<file path="config.mk">
export PLATFORM = sky130hd
export DESIGN_NAME = crc8_frame_parser_flat
export DESIGN_NICKNAME = d
export VERILOG_FILES = /design/src/rtl/core/cfp_pkg.sv /design/src/rtl/core/cfp_rx_if.sv /design/src/rtl/core/cfp_res_if.sv /design/src/rtl/core/cfp_ram.sv /design/src/rtl/core/cfp_ctrl.sv /design/src/rtl/core/cfp_dp.sv /design/src/rtl/core/crc8_frame_parser.sv /design/src/flat_wrapper.sv
export SDC_FILE = /design/constraint.sdc
export NUM_CORES = 1
export LEC_CHECK = 0
export BUFFER_PORTS_ARGS = -buffer_cell sky130_fd_sc_hd__buf_2
export CAP_MARGIN = 10
export CORE_MARGIN = 2
export CORE_UTILIZATION = 50
export CTS_CLUSTER_SIZE = 24
export DETAILED_ROUTE_END_ITERATION = 7
export HOLD_SLACK_MARGIN = 0.05
export PLACE_DENSITY = 0.69
export SYNTH_ARGS = -nofsm -noshare
export SYNTH_HDL_FRONTEND = slang
export SYNTH_HIERARCHICAL = 1
export SYNTH_SLANG_ARGS = --single-unit
</file>
<file path="constraint.sdc">
create_clock -name clk -period 4 [get_ports clk]
set_clock_uncertainty 0.2 [all_clocks]
set_input_delay 0.4 -clock clk [delete_from_list [all_inputs] [get_ports clk]]
set_output_delay 0.4 -clock clk [all_outputs]
set_load 0.05 [all_outputs]
</file>
<file path="src/rtl/core/cfp_pkg.sv">
// Shared types, constants and the CRC-8 byte step for the frame parser.
// Used by the controller, the datapath and the top level; depends on nothing.
package cfp_pkg;

  localparam int unsigned CFG_IDX_W = 2;

  localparam logic [CFG_IDX_W-1:0] REG_START_BYTE     = 2'd0;
  localparam logic [CFG_IDX_W-1:0] REG_NACK_COMMAND   = 2'd1;
  localparam logic [CFG_IDX_W-1:0] REG_CRC_ERROR_CODE = 2'd2;

  localparam logic [7:0] CRC_POLY = 8'h31;
  localparam logic [7:0] CRC_INIT = 8'h00;

  // Byte positions and the fixed length field of a generated NACK frame.
  localparam logic [7:0] NACK_POS_START = 8'd0;
  localparam logic [7:0] NACK_POS_CMD   = 8'd1;
  localparam logic [7:0] NACK_POS_LEN   = 8'd2;
  localparam logic [7:0] NACK_POS_FCMD  = 8'd3;
  localparam logic [7:0] NACK_POS_ERR   = 8'd4;
  localparam logic [7:0] NACK_POS_CRC   = 8'd5;
  localparam logic [7:0] NACK_LEN       = 8'd2;

  typedef enum logic [2:0] {
    S_WAIT,
    S_CMD,
    S_LEN,
    S_PAY,
    S_CRC,
    S_FILL,
    S_SEND
  } state_t;

  typedef enum logic [1:0] {
    KIND_PAYLOAD = 2'd0,
    KIND_EMPTY   = 2'd1,
    KIND_NACK    = 2'd2
  } kind_t;

  typedef struct packed {
    logic ld_cmd;
    logic ld_len;
    logic ld_pay;
    logic emit_start;
    logic fill;
    logic step;
  } cmd_t;

  typedef struct packed {
    logic is_start;
    logic len_zero;
    logic pay_done;
    logic last;
  } sts_t;

  function automatic logic [7:0] crc8_step(input logic [7:0] crc, input logic [7:0] b);
    logic [7:0] c;
    c = crc ^ b;
    for (int k = 0; k < 8; k++) begin
      c = c[7] ? ((c << 1) ^ CRC_POLY) : (c << 1);
    end
    return c;
  endfunction

endpackage

</file>
<file path="src/rtl/core/cfp_rx_if.sv">
// Receive byte channel: valid/ready handshake with one 8-bit byte.
// No dependencies.
interface cfp_rx_if;
  logic       valid;
  logic       ready;
  logic [7:0] rx_byte;

  modport source (output valid, output rx_byte, input ready);
  modport sink   (input valid, input rx_byte, output ready);
endinterface

</file>
<file path="src/rtl/core/cfp_res_if.sv">
// Result channel of the frame parser: valid/ready handshake plus result fields.
// No dependencies.
interface cfp_res_if;
  logic       valid;
  logic       ready;
  logic [1:0] out_kind;
  logic [7:0] frame_command;
  logic [7:0] frame_length;
  logic [4:0] byte_index;
  logic [7:0] data_byte;
  logic       truncated;
  logic       last;

  modport source (output valid, output out_kind, output frame_command,
                  output frame_length, output byte_index, output data_byte,
                  output truncated, output last, input ready);
  modport sink   (input valid, input out_kind, input frame_command,
                  input frame_length, input byte_index, input data_byte,
                  input truncated, input last, output ready);
endinterface

</file>
<file path="src/rtl/core/cfp_ram.sv">
// Generic single-write, single-read RAM with a registered read port.
// No dependencies.
module cfp_ram #(
  parameter int unsigned WIDTH = 8,
  parameter int unsigned DEPTH = 32
) (
  input  logic                     clk,
  input  logic                     we,
  input  logic [$clog2(DEPTH)-1:0] waddr,
  input  logic [WIDTH-1:0]         wdata,
  input  logic                     re,
  input  logic [$clog2(DEPTH)-1:0] raddr,
  output logic [WIDTH-1:0]         rdata
);

  logic [WIDTH-1:0] mem [DEPTH];

  always_ff @(posedge clk) begin
    if (we) begin
      mem[waddr] <= wdata;
    end
    if (re) begin
      rdata <= mem[raddr];
    end
  end

endmodule

</file>
<file path="src/rtl/core/cfp_ctrl.sv">
// Frame parser controller: sequences the parse states and the result burst.
// Depends on cfp_pkg; drives the datapath through cfp_pkg::cmd_t.
module cfp_ctrl (
  input  logic          clk,
  input  logic          rst,
  input  logic          in_valid,
  output logic          in_ready,
  output logic          out_valid,
  input  logic          out_ready,
  input  cfp_pkg::sts_t sts,
  output cfp_pkg::cmd_t cmd
);

  cfp_pkg::state_t state, state_next;

  always_ff @(posedge clk) begin
    if (rst) begin
      state <= cfp_pkg::S_WAIT;
    end else begin
      state <= state_next;
    end
  end

  always_comb begin
    state_next = state;
    case (state)
      cfp_pkg::S_WAIT: begin
        if (in_valid && sts.is_start) state_next = cfp_pkg::S_CMD;
      end
      cfp_pkg::S_CMD: begin
        if (in_valid) state_next = cfp_pkg::S_LEN;
      end
      cfp_pkg::S_LEN: begin
        if (in_valid) state_next = sts.len_zero ? cfp_pkg::S_CRC : cfp_pkg::S_PAY;
      end
      cfp_pkg::S_PAY: begin
        if (in_valid && sts.pay_done) state_next = cfp_pkg::S_CRC;
      end
      cfp_pkg::S_CRC: begin
        if (in_valid) state_next = cfp_pkg::S_FILL;
      end
      cfp_pkg::S_FILL: begin
        state_next = cfp_pkg::S_SEND;
      end
      cfp_pkg::S_SEND: begin
        if (out_ready) state_next = sts.last ? cfp_pkg::S_WAIT : cfp_pkg::S_FILL;
      end
      default: begin
        state_next = cfp_pkg::S_WAIT;
      end
    endcase
  end

  // Ready is high in every parse state, so a valid byte there is a transfer.
  always_comb begin
    in_ready       = 1'b0;
    out_valid      = 1'b0;
    cmd            = '0;
    case (state)
      cfp_pkg::S_WAIT: begin
        in_ready = 1'b1;
      end
      cfp_pkg::S_CMD: begin
        in_ready   = 1'b1;
        cmd.ld_cmd = in_valid;
      end
      cfp_pkg::S_LEN: begin
        in_ready   = 1'b1;
        cmd.ld_len = in_valid;
      end
      cfp_pkg::S_PAY: begin
        in_ready   = 1'b1;
        cmd.ld_pay = in_valid;
      end
      cfp_pkg::S_CRC: begin
        in_ready       = 1'b1;
        cmd.emit_start = in_valid;
      end
      cfp_pkg::S_FILL: begin
        cmd.fill = 1'b1;
      end
      cfp_pkg::S_SEND: begin
        out_valid = 1'b1;
        cmd.step  = out_ready && !sts.last;
      end
      default: begin
        in_ready = 1'b0;
      end
    endcase
  end

endmodule

</file>
<file path="src/rtl/core/cfp_dp.sv">
// Frame parser datapath: config registers, held fields, running CRC, payload
// buffer and the result register. Depends on cfp_pkg and cfp_ram.
module cfp_dp #(
  parameter int unsigned MAX_PAYLOAD = 32
) (
  input  logic                          clk,
  input  logic                          rst,
  input  logic                          cfg_we,
  input  logic [cfp_pkg::CFG_IDX_W-1:0] cfg_index,
  input  logic [7:0]                    cfg_data,
  input  logic [7:0]                    rx_byte,
  input  cfp_pkg::cmd_t                 cmd,
  output cfp_pkg::sts_t                 sts,
  output logic [1:0]                    out_kind,
  output logic [7:0]                    frame_command,
  output logic [7:0]                    frame_length,
  output logic [4:0]                    byte_index,
  output logic [7:0]                    data_byte,
  output logic                          truncated,
  output logic                          last
);

  localparam int unsigned AW = $clog2(MAX_PAYLOAD);
  localparam logic [7:0] MAX_LEN = 8'(MAX_PAYLOAD);

  logic [7:0]      start_byte;
  logic [7:0]      nack_command;
  logic [7:0]      crc_error_code;
  logic [7:0]      held_command;
  logic [7:0]      held_length;
  logic [7:0]      payload_count;
  logic [7:0]      running_crc;
  cfp_pkg::kind_t  mode;
  logic [AW-1:0]   idx;
  cfp_pkg::kind_t  out_kind_r;
  logic [4:0]      out_idx;
  logic [7:0]      out_data;
  logic            out_trunc;
  logic            out_last;

  logic            trunc;
  logic [7:0]      burst_len;
  logic [7:0]      idx8;
  logic            last_c;
  logic [7:0]      nack_byte;
  logic            ram_we;
  logic            ram_re;
  logic [AW-1:0]   ram_raddr;
  logic [7:0]      ram_rdata;

  assign trunc     = held_length > MAX_LEN;
  assign burst_len = trunc ? MAX_LEN : held_length;
  assign idx8      = 8'(idx);

  always_ff @(posedge clk) begin
    if (rst) begin
      start_byte     <= 8'hAA;
      nack_command   <= 8'h00;
      crc_error_code <= 8'h00;
    end else if (cfg_we) begin
      case (cfg_index)
        cfp_pkg::REG_START_BYTE:     start_byte     <= cfg_data;
        cfp_pkg::REG_NACK_COMMAND:   nack_command   <= cfg_data;
        cfp_pkg::REG_CRC_ERROR_CODE: crc_error_code <= cfg_data;
        default: ;
      endcase
    end
  end

  // Bytes of the NACK frame, by position.
  always_comb begin
    case (idx8)
      cfp_pkg::NACK_POS_START: nack_byte = start_byte;
      cfp_pkg::NACK_POS_CMD:   nack_byte = nack_command;
      cfp_pkg::NACK_POS_LEN:   nack_byte = cfp_pkg::NACK_LEN;
      cfp_pkg::NACK_POS_FCMD:  nack_byte = held_command;
      cfp_pkg::NACK_POS_ERR:   nack_byte = crc_error_code;
      default:                 nack_byte = running_crc;
    endcase
  end

  always_comb begin
    case (mode)
      cfp_pkg::KIND_PAYLOAD: last_c = (idx8 + 8'd1) == burst_len;
      cfp_pkg::KIND_EMPTY:   last_c = 1'b1;
      default:               last_c = idx8 == cfp_pkg::NACK_POS_CRC;
    endcase
  end

  // On a mismatch the running CRC is reused to build the NACK trailer: it
  // restarts at zero and takes the NACK bytes between the start and CRC bytes.
  always_ff @(posedge clk) begin
    if (rst) begin
      held_command  <= 8'h00;
      held_length   <= 8'h00;
      payload_count <= 8'h00;
      running_crc   <= cfp_pkg::CRC_INIT;
      mode          <= cfp_pkg::KIND_PAYLOAD;
      idx           <= '0;
    end else begin
      if (cmd.ld_cmd) begin
        held_command <= rx_byte;
        running_crc  <= cfp_pkg::crc8_step(cfp_pkg::CRC_INIT, rx_byte);
      end
      if (cmd.ld_len) begin
        held_length   <= rx_byte;
        payload_count <= 8'h00;
        running_crc   <= cfp_pkg::crc8_step(running_crc, rx_byte);
      end
      if (cmd.ld_pay) begin
        payload_count <= 8'(payload_count + 8'd1);
        running_crc   <= cfp_pkg::crc8_step(running_crc, rx_byte);
      end
      if (cmd.emit_start) begin
        idx <= '0;
        if (rx_byte == running_crc) begin
          mode <= (held_length == 8'h00) ? cfp_pkg::KIND_EMPTY : cfp_pkg::KIND_PAYLOAD;
        end else begin
          mode        <= cfp_pkg::KIND_NACK;
          running_crc <= cfp_pkg::CRC_INIT;
        end
      end
      if (cmd.fill && mode == cfp_pkg::KIND_NACK &&
          idx8 != cfp_pkg::NACK_POS_START && idx8 != cfp_pkg::NACK_POS_CRC) begin
        running_crc <= cfp_pkg::crc8_step(running_crc, nack_byte);
      end
      if (cmd.step) begin
        idx <= AW'(idx + 1'b1);
      end
    end
  end

  always_ff @(posedge clk) begin
    if (cmd.fill) begin
      out_kind_r <= mode;
      out_idx    <= idx8[4:0];
      out_last   <= last_c;
      case (mode)
        cfp_pkg::KIND_PAYLOAD: begin
          out_data  <= ram_rdata;
          out_trunc <= trunc;
        end
        cfp_pkg::KIND_EMPTY: begin
          out_data  <= 8'h00;
          out_trunc <= 1'b0;
        end
        default: begin
          out_data  <= nack_byte;
          out_trunc <= trunc;
        end
      endcase
    end
  end

  assign ram_we    = cmd.ld_pay && (payload_count < MAX_LEN);
  assign ram_re    = cmd.emit_start || cmd.step;
  assign ram_raddr = cmd.emit_start ? '0 : AW'(idx + 1'b1);

  cfp_ram #(
    .WIDTH (8),
    .DEPTH (MAX_PAYLOAD)
  ) u_buf (
    .clk   (clk),
    .we    (ram_we),
    .waddr (payload_count[AW-1:0]),
    .wdata (rx_byte),
    .re    (ram_re),
    .raddr (ram_raddr),
    .rdata (ram_rdata)
  );

  assign sts.is_start = rx_byte == start_byte;
  assign sts.len_zero = rx_byte == 8'h00;
  assign sts.pay_done = 8'(payload_count + 8'd1) >= held_length;
  assign sts.last     = out_last;

  assign out_kind      = out_kind_r;
  assign frame_command = held_command;
  assign frame_length  = held_length;
  assign byte_index    = out_idx;
  assign data_byte     = out_data;
  assign truncated     = out_trunc;
  assign last          = out_last;

endmodule

</file>
<file path="src/rtl/core/crc8_frame_parser.sv">
// Receive-side frame parser (start, command, length, payload, CRC-8 poly 0x31).
// While a frame is being parsed one byte is taken per cycle that the source offers
// one. After the CRC byte it stops taking bytes and emits its results, each by a
// payload buffer read and a load of the output register, plus any wait while the
// result sink holds ready low; then it hunts for the next start byte. A good
// frame yields its stored payload bytes (at most MAX_PAYLOAD, flagged truncated
// if the length was larger) or one empty-frame result; a bad CRC yields a
// six-byte NACK frame. The payload buffer needs no clearing after reset.
// Depends on cfp_pkg, cfp_rx_if, cfp_res_if, cfp_ctrl and cfp_dp.
module crc8_frame_parser #(
  parameter int unsigned MAX_PAYLOAD = 32
) (
  input  logic                          clk,
  input  logic                          rst,
  input  logic                          cfg_we,
  input  logic [cfp_pkg::CFG_IDX_W-1:0] cfg_index,
  input  logic [7:0]                    cfg_data,
  cfp_rx_if.sink                        rx,
  cfp_res_if.source                     res
);

  cfp_pkg::cmd_t cmd;
  cfp_pkg::sts_t sts;

  cfp_ctrl u_ctrl (
    .clk       (clk),
    .rst       (rst),
    .in_valid  (rx.valid),
    .in_ready  (rx.ready),
    .out_valid (res.valid),
    .out_ready (res.ready),
    .sts       (sts),
    .cmd       (cmd)
  );

  cfp_dp #(
    .MAX_PAYLOAD (MAX_PAYLOAD)
  ) u_dp (
    .clk           (clk),
    .rst           (rst),
    .cfg_we        (cfg_we),
    .cfg_index     (cfg_index),
    .cfg_data      (cfg_data),
    .rx_byte       (rx.rx_byte),
    .cmd           (cmd),
    .sts           (sts),
    .out_kind      (res.out_kind),
    .frame_command (res.frame_command),
    .frame_length  (res.frame_length),
    .byte_index    (res.byte_index),
    .data_byte     (res.data_byte),
    .truncated     (res.truncated),
    .last          (res.last)
  );

  // The parser never takes a byte while a result is on offer.
  a_no_overlap: assert property (@(posedge clk) disable iff (rst)
    !(rx.ready && res.valid))
    else $error("input ready while a result is pending");

  // Once the final result of a burst is taken, the parser hunts again.
  a_resume: assert property (@(posedge clk) disable iff (rst)
    (res.valid && res.ready && res.last) |=> rx.ready)
    else $error("parser did not resume after final result");

  // An empty-frame result stands alone and carries a zero byte.
  a_empty: assert property (@(posedge clk) disable iff (rst)
    (res.valid && res.out_kind == cfp_pkg::KIND_EMPTY) |->
      (res.last && res.data_byte == 8'h00 && res.byte_index == 5'd0))
    else $error("malformed empty-frame result");

  // The NACK length field is fixed.
  a_nack_len: assert property (@(posedge clk) disable iff (rst)
    (res.valid && res.out_kind == cfp_pkg::KIND_NACK &&
     res.byte_index == 5'(cfp_pkg::NACK_POS_LEN)) |-> res.data_byte == cfp_pkg::NACK_LEN)
    else $error("NACK length byte wrong");

endmodule
</file>
<file path="src/flat_wrapper.sv">
// flat-port wrapper written by rule: the top's interface ports become plain ports
module crc8_frame_parser_flat 
#(
  parameter int unsigned MAX_PAYLOAD = 32
)
  (clk, rst, cfg_we, cfg_index, cfg_data, rx_valid, rx_rx_byte, rx_ready, res_valid, res_out_kind, res_frame_command, res_frame_length, res_byte_index, res_data_byte, res_truncated, res_last, res_ready);
  cfp_rx_if rx_i ();
  cfp_res_if res_i ();
  input  logic clk;
  input  logic rst;
  input  logic cfg_we;
  input  logic [cfp_pkg::CFG_IDX_W-1:0] cfg_index;
  input  logic [7:0] cfg_data;
  input wire logic [$bits(rx_i.valid)-1:0] rx_valid;
  input wire logic [$bits(rx_i.rx_byte)-1:0] rx_rx_byte;
  output wire logic [$bits(rx_i.ready)-1:0] rx_ready;
  output wire logic [$bits(res_i.valid)-1:0] res_valid;
  output wire logic [$bits(res_i.out_kind)-1:0] res_out_kind;
  output wire logic [$bits(res_i.frame_command)-1:0] res_frame_command;
  output wire logic [$bits(res_i.frame_length)-1:0] res_frame_length;
  output wire logic [$bits(res_i.byte_index)-1:0] res_byte_index;
  output wire logic [$bits(res_i.data_byte)-1:0] res_data_byte;
  output wire logic [$bits(res_i.truncated)-1:0] res_truncated;
  output wire logic [$bits(res_i.last)-1:0] res_last;
  input wire logic [$bits(res_i.ready)-1:0] res_ready;
  assign rx_i.valid = rx_valid;
  assign rx_i.rx_byte = rx_rx_byte;
  assign rx_ready = rx_i.ready;
  assign res_valid = res_i.valid;
  assign res_out_kind = res_i.out_kind;
  assign res_frame_command = res_i.frame_command;
  assign res_frame_length = res_i.frame_length;
  assign res_byte_index = res_i.byte_index;
  assign res_data_byte = res_i.data_byte;
  assign res_truncated = res_i.truncated;
  assign res_last = res_i.last;
  assign res_i.ready = res_ready;
  crc8_frame_parser #(.MAX_PAYLOAD(MAX_PAYLOAD)) u_core (.clk(clk), .rst(rst), .cfg_we(cfg_we), .cfg_index(cfg_index), .cfg_data(cfg_data), .rx(rx_i), .res(res_i));
endmodule
</file>
# == Yosys cells after proc, flatten, opt, wreduce, memory -nomap -nowiden ==
# Memories as Yosys holds them, arrays and structs flattened. A register that Yosys moved wholly into a read port is not among the register bits.
# Cells that the tools add are included.
# totals
register_bits,83
ram_bits,256
inputBits,23
out_inout_bits,35
elab_cells,156
mem_count,1
# classes
add_sub_neg,3
n_lt_le_gt_ge,3
n_eq_ne,25
n_mux,60
bitwise,26
n_reduce_logical,23
# mem_list
memory,depth,word_bits,read_ports,rd_clocked_by_memory_dff,write_ports,line_no,source
u_core.u_dp.u_buf.mem,32,8,1,1,1,cfp_ram.sv:16,logic [WIDTH-1:0] mem [DEPTH];
# ops
cell,count
6-bit two-way mux,24
8-bit two-way mux,9
3-bit NOT,24
8-bit case mux with 5 select lines,1
8-bit logical NOT,3
3-bit two-way mux,8
3-bit case mux with 7 select lines,1
8-bit equality test,2
8-bit case mux with 2 select lines,1
8-bit bitwise XOR,2
5-bit two-way mux,3
"2-bit != test, second input constant",6
1-bit two-way mux,11
"5-bit by 2-bit equality test with 1-bit output, second input constant",2
"5-bit by 3-bit equality test with 1-bit output, second input constant",2
"3-bit equality test, second input constant",3
"8-bit by 1-bit adder with 8-bit output, second input constant",1
6-bit by 8-bit equality test with 1-bit output,1
8-bit greater-or-equal comparator,1
"8-bit by 6-bit > comparator with 1-bit output, second input constant",1
"8-bit by 6-bit less-than comparator with 1-bit output, second input constant",1
8-bit nonzero test,1
1-bit logical AND,7
"5-bit by 1-bit adder with 6-bit output, second input constant",1
other kinds (17),24

# == Longest topological paths before layout ==
# logic_depth
depth_word,22
ltp_mapped,13

# == By module ==
# The synthesis kept the hierarchy.
# modules_own_cells
module,instances,cells_per_inst,area_per_inst_um2
cfp_ram,1,417,10133.5
cfp_dp,1,577,5183.7
cfp_ctrl,1,42,302.8

# == Least setup slack after synthesis ==
# Ideal clock, no wire load.
# synth_timing
path_kind,register to register
start,register u_core.u_ctrl.state[0]
end,register u_core.u_dp.running_crc[6]
setup_time_ps,73
t_arrival_ps,3510
required_ps,3727
slack_ps,217
stages_incl_launch_ff,8
path_buffers,1
cell_sequence,dfxtp_1 -> buf_2 -> nor3b_1 -> nand2_1 -> a211oi_1 -> or2b_1 -> or4_1 -> o211ai_2
# synth_rtl
element,line_no,source
"start, declared",cfp_ctrl.sv:14,"cfp_pkg::state_t state, state_next;"
"start signal, assigned",cfp_ctrl.sv:18,state <= cfp_pkg::S_WAIT;
"start signal, assigned",cfp_ctrl.sv:20,state <= state_next;
"end signal, assigned",cfp_dp.sv:97,running_crc <= cfp_pkg::CRC_INIT;
"end signal, assigned",cfp_dp.sv:103,"running_crc <= cfp_pkg::crc8_step(cfp_pkg::CRC_INIT, rx_byte);"
"end signal, assigned",cfp_dp.sv:108,"running_crc <= cfp_pkg::crc8_step(running_crc, rx_byte);"
"end, declared",cfp_dp.sv:32,logic [7:0] running_crc;

# == Worst setup path in the final report ==
# layout_timing
start,register u_core.u_dp.idx[1]
end,register u_core.u_dp.running_crc[6]
# layout_between
elab_chain_len,12
# layout_rtl
element,line_no,source
"start, declared",cfp_dp.sv:34,logic [AW-1:0] idx;
"start signal, assigned",cfp_dp.sv:128,idx <= AW'(idx + 1'b1);
5-bit by 3-bit equality test with 1-bit output (tied with other cells),cfp_dp.sv:72,case (idx8)
8-bit case mux with 5 select lines,cfp_dp.sv:72,
8-bit bitwise XOR,cfp_pkg.sv:57,c = crc ^ b;
6-bit two-way mux,cfp_pkg.sv:59,c = c[7] ? ((c << 1) ^ CRC_POLY) : (c << 1);
6-bit two-way mux / 3-bit NOT (equally long branches),-,
6-bit two-way mux,cfp_pkg.sv:59,
6-bit two-way mux / 3-bit NOT (equally long branches),-,
3-bit NOT (no line) / 6-bit two-way mux (equally long branches),-,
6-bit two-way mux,cfp_pkg.sv:59,
3-bit NOT (no line),-,
6-bit two-way mux,cfp_pkg.sv:59,
8-bit two-way mux (*),cfp_dp.sv:123,if (cmd.fill && mode == cfp_pkg::KIND_NACK &&
"end signal, assigned",cfp_dp.sv:112,"running_crc <= cfp_pkg::crc8_step(running_crc, rx_byte);"
"end signal, assigned",cfp_dp.sv:120,running_crc <= cfp_pkg::CRC_INIT;
"end signal, assigned",cfp_dp.sv:125,"running_crc <= cfp_pkg::crc8_step(running_crc, nack_byte);"
# Mark *: on every way between the ends. The rest lies on a longest branch, timed or not.
# A chain may end at the register's enable or synchronous reset.

==> flow_metrics.tcl <==
set metrics [dict create \
    synth_cell_type_count 89 \
    yosys_register_bits 347 \
    irDropWorstVdd_mv 0.388 \
    synth_top_cell_area_share_pct 54.0 \
    numCtsBuffers 38 \
    timing_hold_violations_final 0 \
    cp_cell_sequence "inv_1, ha_1, nor3b_2, a222oi_1, buf_4, nor3b_1, or4_4, or3_4, and2_4, o211ai_2" \
    postSynth.topFlopCell "sky130_fd_sc_hd__edfxtp_1" \
    reg2reg_setup_slack_ns 0.47 \
    cts_num_sinks 347 \
    regToRegEndpoint "u_core/u_dp/running_crc[6]" \
    setup.worst_path.start_class "register" \
    dpl.hpwl_um 23800 \
    synth.area.top_cells "sky130_fd_sc_hd__edfxtp_1, sky130_fd_sc_hd__mux4_2, sky130_fd_sc_hd__dfxtp_1" \
    startpoint_of_the_lowest_slack_register_to_register_path "u_core/u_dp/idx[1]" \
    synth_nets 1072 \
    synth_most_common_cell "sky130_fd_sc_hd__edfxtp_1" \
    critPathSlowestCell "sky130_fd_sc_hd__a222oi_1" \
    diodes 0 \
    core_area_um2 30700 \
    drc 0 \
    vias_in_the_first_global_route 9177 \
    timing_worst_slew_pin_value_ns 0.881 \
    count_of_flip_flops_with_a_built_in_enable_after_synthesis 281 \
    yosysSeqAreaShare_pct 62.5 \
    synth.yosys.warnings 6 \
    start_util_pct 50.9 \
    holdPathEnd "u_core/u_dp/u_buf/mem[2][3]" \
    worst_slew_margin_rel_pct 41.3 \
    report.final.slew_viol_count 0 \
    cellLeakagePower_uw 0.00610 \
    drt_pass1_iterations 6 \
    pwr_density_cell_nw_per_um2 420 \
    post_synth_inst_count 1036 \
    cp.arrival_ns 3.78 \
    async_reset_ff_share_pct 0 \
    layout-drive-gt1-share_pct 25.8 \
    timing.fmax_mhz 283 \
    yosysTopAreaCell "sky130_fd_sc_hd__edfxtp_1" \
    finalCritPeriodShare_pct 88.3 \
    timing.setup.critical_path_class "register to register" \
    tns_ns 0 \
    site_row_count 64 \
    buffers_on_ports 57 \
    hold_depth 1 \
    grt_max_degree 65 \
    clock_path_buffers 3 \
    synth.top_cells.by_count "sky130_fd_sc_hd__edfxtp_1, sky130_fd_sc_hd__nor2_1, sky130_fd_sc_hd__mux4_2" \
    grt_first_pass_wirelength_um 55500 \
    grt_util_all_layers_pct 22.3 \
    detail_route.wirelength_um 36100 \
    cts.clk_slew.worst_paths_ns 0.06 \
    status "complete, no violations" \
    number_of_antenna_violations_at_the_first_check_in_global_routing 1 \
    timing.hold.worst.class "input pin to register" \
    antenna_left 0 \
    area.growth.synth_to_final_pct 15.0 \
    ctsHtreeMaxLevel 2 \
    synth.cell_area_um2 15600 \
    worst-path-max-fanout 13 \
    chipHeight_um 181 \
    gp_congestion 0.848 \
    worst-endpoint-required_ns 4.25 \
    rsz0062_at_grt "false" \
    reg2reg_depth 10 \
    cts_tree "yes" \
    ctsRootBufferMaster "sky130_fd_sc_hd__clkbuf_16" \
    post_drt_via_cell_ratio 5.93 \
    detail_route.iter0.violations 935 \
    post_cts_resize_count 0 \
    critPathCaptureType "register" \
    setup_viol 0 \
    worst_hold_startpoint "rx_rx_byte[3]" \
    chipWidth_um 181 \
    crit_path_max_incr_delay_ns 0.63 \
    post-place-ws_ns 0.495 \
    worst_skew_pair.late_latency_ns 0.52 \
    finish.net_count 1187 \
    io-pin-count 58 \
    layout_setup_ws_ns 0.469 \
    post_synth.cell_area_avg_um2 15.1 \
    final_period_minus_worst_setup_slack_ns 3.53 \
    wire_length_per_cell_um 23.0 \
    grt-ovfl-total 0 \
    maxCapViolCount 0 \
    detailroute.via_count 9308 \
    floorplan.die_area_um2 32700 \
]
## power by group
| group | internal, µW | switching (µW) | leakage, µW | total, µW |
|---|---|---|---|---|
| sequential | 3900 | 9.71 | 0.00305 | 3910 |
| combinational | 108 | 167 | 0.00247 | 275 |
| clock | 2000 | 1350 | 0.000578 | 3350 |
| total | 6010 | 1530 | 0.00610 | 7540 |
## per-layer routing
layer	vias up	global-route usage [%]	part of all wire (%)
met5	-	0	0
met4	0	6.26	2.6
li1	4211	-	-
met1	4701	32.5	43
met2	328	35.3	48
met3	68	3.18	6.5
## registers in the layout, summed over array words and instances (netlist names)
signal and flops:
u_core/u_dp/payload_count 8, u_core/u_dp/last 1, u_core/u_dp/crc_error_code 8, u_core/u_dp/out_kind 2, u_core/u_dp/u_buf/rdata 8, u_core/u_ctrl/state 3
u_core/u_dp/truncated 1, u_core/u_dp/frame_command 8, u_core/u_dp/running_crc 8, u_core/u_dp/data_byte 8, u_core/u_dp/mode 2, u_core/u_dp/nack_command 8
u_core/u_dp/start_byte 8, u_core/u_dp/u_buf/mem 256, u_core/u_dp/byte_index 5, u_core/u_dp/idx 5, u_core/u_dp/frame_length 8
## timing repair
item	CTS	global route
setup buffers	0	0
endpoints found under the hold margin	31	0
hold buffers	10	0
## worst max-delay path, delay by kind of cell, from the launching register on
kind | cells | cell delay, ns
AO/OA/AOI/OAI | 2 | 0.77
adder cells (fa/ha/maj) | 1 | 0.29
buffers and inverters | 2 | 0.40
flip-flops | 1 | 0.39
AND/OR/NAND/NOR | 5 | 1.40
## stage by stage
stage | std cells | util (%) | instance area (µm²) | power, µW | hold slack, ns
final | 1570 | 58.6 | 18000 | 7540 | 0.107
after global routing | 1570 | 58.6 | 18000 | 7770 | 0.108
after CTS | 1570 | 58.6 | 18000 | 7600 | 0.0992
after detailed placement | 1497 | 54.3 | 16700 | 4250 | 0.288
after global placement | 1497 | 54.3 | 16700 | 4250 | 0.283
after floorplan | 1036 | - | 15600 | 4150 | 0.207
## worst max-delay path by stage
stage,from,to,cells past startpoint
6_report,u_core/u_dp/idx[1],u_core/u_dp/running_crc[6],10
5_1_grt,u_core/u_dp/idx[1],u_core/u_dp/running_crc[1],10
4_1_cts,u_core/u_dp/idx[1],u_core/u_dp/running_crc[6],10
3_5_place_dp,u_core/u_dp/idx[1],u_core/u_dp/running_crc[6],10
3_3_place_gp,u_core/u_dp/idx[1],u_core/u_dp/running_crc[1],10
2_1_floorplan,u_core/u_ctrl/state[0],u_core/u_dp/running_crc[6],7
## cell type report
class | count | area [µm²]
clock inverters | 15 | 126
multi-input cells | 613 | 5510
fillers | 2355 | 12700
inverters | 14 | 52.6
flip-flops and latches | 347 | 9760
clock buffers | 48 | 1060
well taps | 396 | 495
repair buffers | 137 | 948
## layout by cell type, fill, tap and decap left out, types with 13 or more instances in the layout
cell / Yosys / final
sky130_fd_sc_hd__clkbuf_16: 0 / 41
sky130_fd_sc_hd__o21ai_0: 20 / 20
sky130_fd_sc_hd__mux2i_1: 44 / 44
sky130_fd_sc_hd__edfxtp_1: 281 / 281
sky130_fd_sc_hd__nand2_1: 40 / 40
sky130_fd_sc_hd__ha_1: 13 / 13
sky130_fd_sc_hd__a21oi_1: 21 / 21
sky130_fd_sc_hd__dfxtp_1: 66 / 66
sky130_fd_sc_hd__xor2_1: 19 / 19
sky130_fd_sc_hd__buf_4: 9 / 67
sky130_fd_sc_hd__nand2b_1: 14 / 14
sky130_fd_sc_hd__nand3b_1: 15 / 15
sky130_fd_sc_hd__mux4_2: 80 / 80
sky130_fd_sc_hd__inv_1: 13 / 13
sky130_fd_sc_hd__nor2_1: 119 / 117
sky130_fd_sc_hd__xnor2_1: 42 / 42
sky130_fd_sc_hd__buf_2: 4 / 57
## cells by family after synthesis
| kind of cell | Yosys count | share of synthesized area (%) |
|---|---|---|
| AO/OA/AOI/OAI | 123 | 5.70 |
| buffers and inverters | 76 | 2.40 |
| multiplexers | 141 | 15.6 |
| flip-flops | 347 | 62.5 |
| XOR/XNOR | 61 | 3.42 |
| adder cells (fa/ha/maj) | 13 | 1.04 |
| AND/OR/NAND/NOR | 275 | 9.36 |
Power figures use the tool's default switching activity.
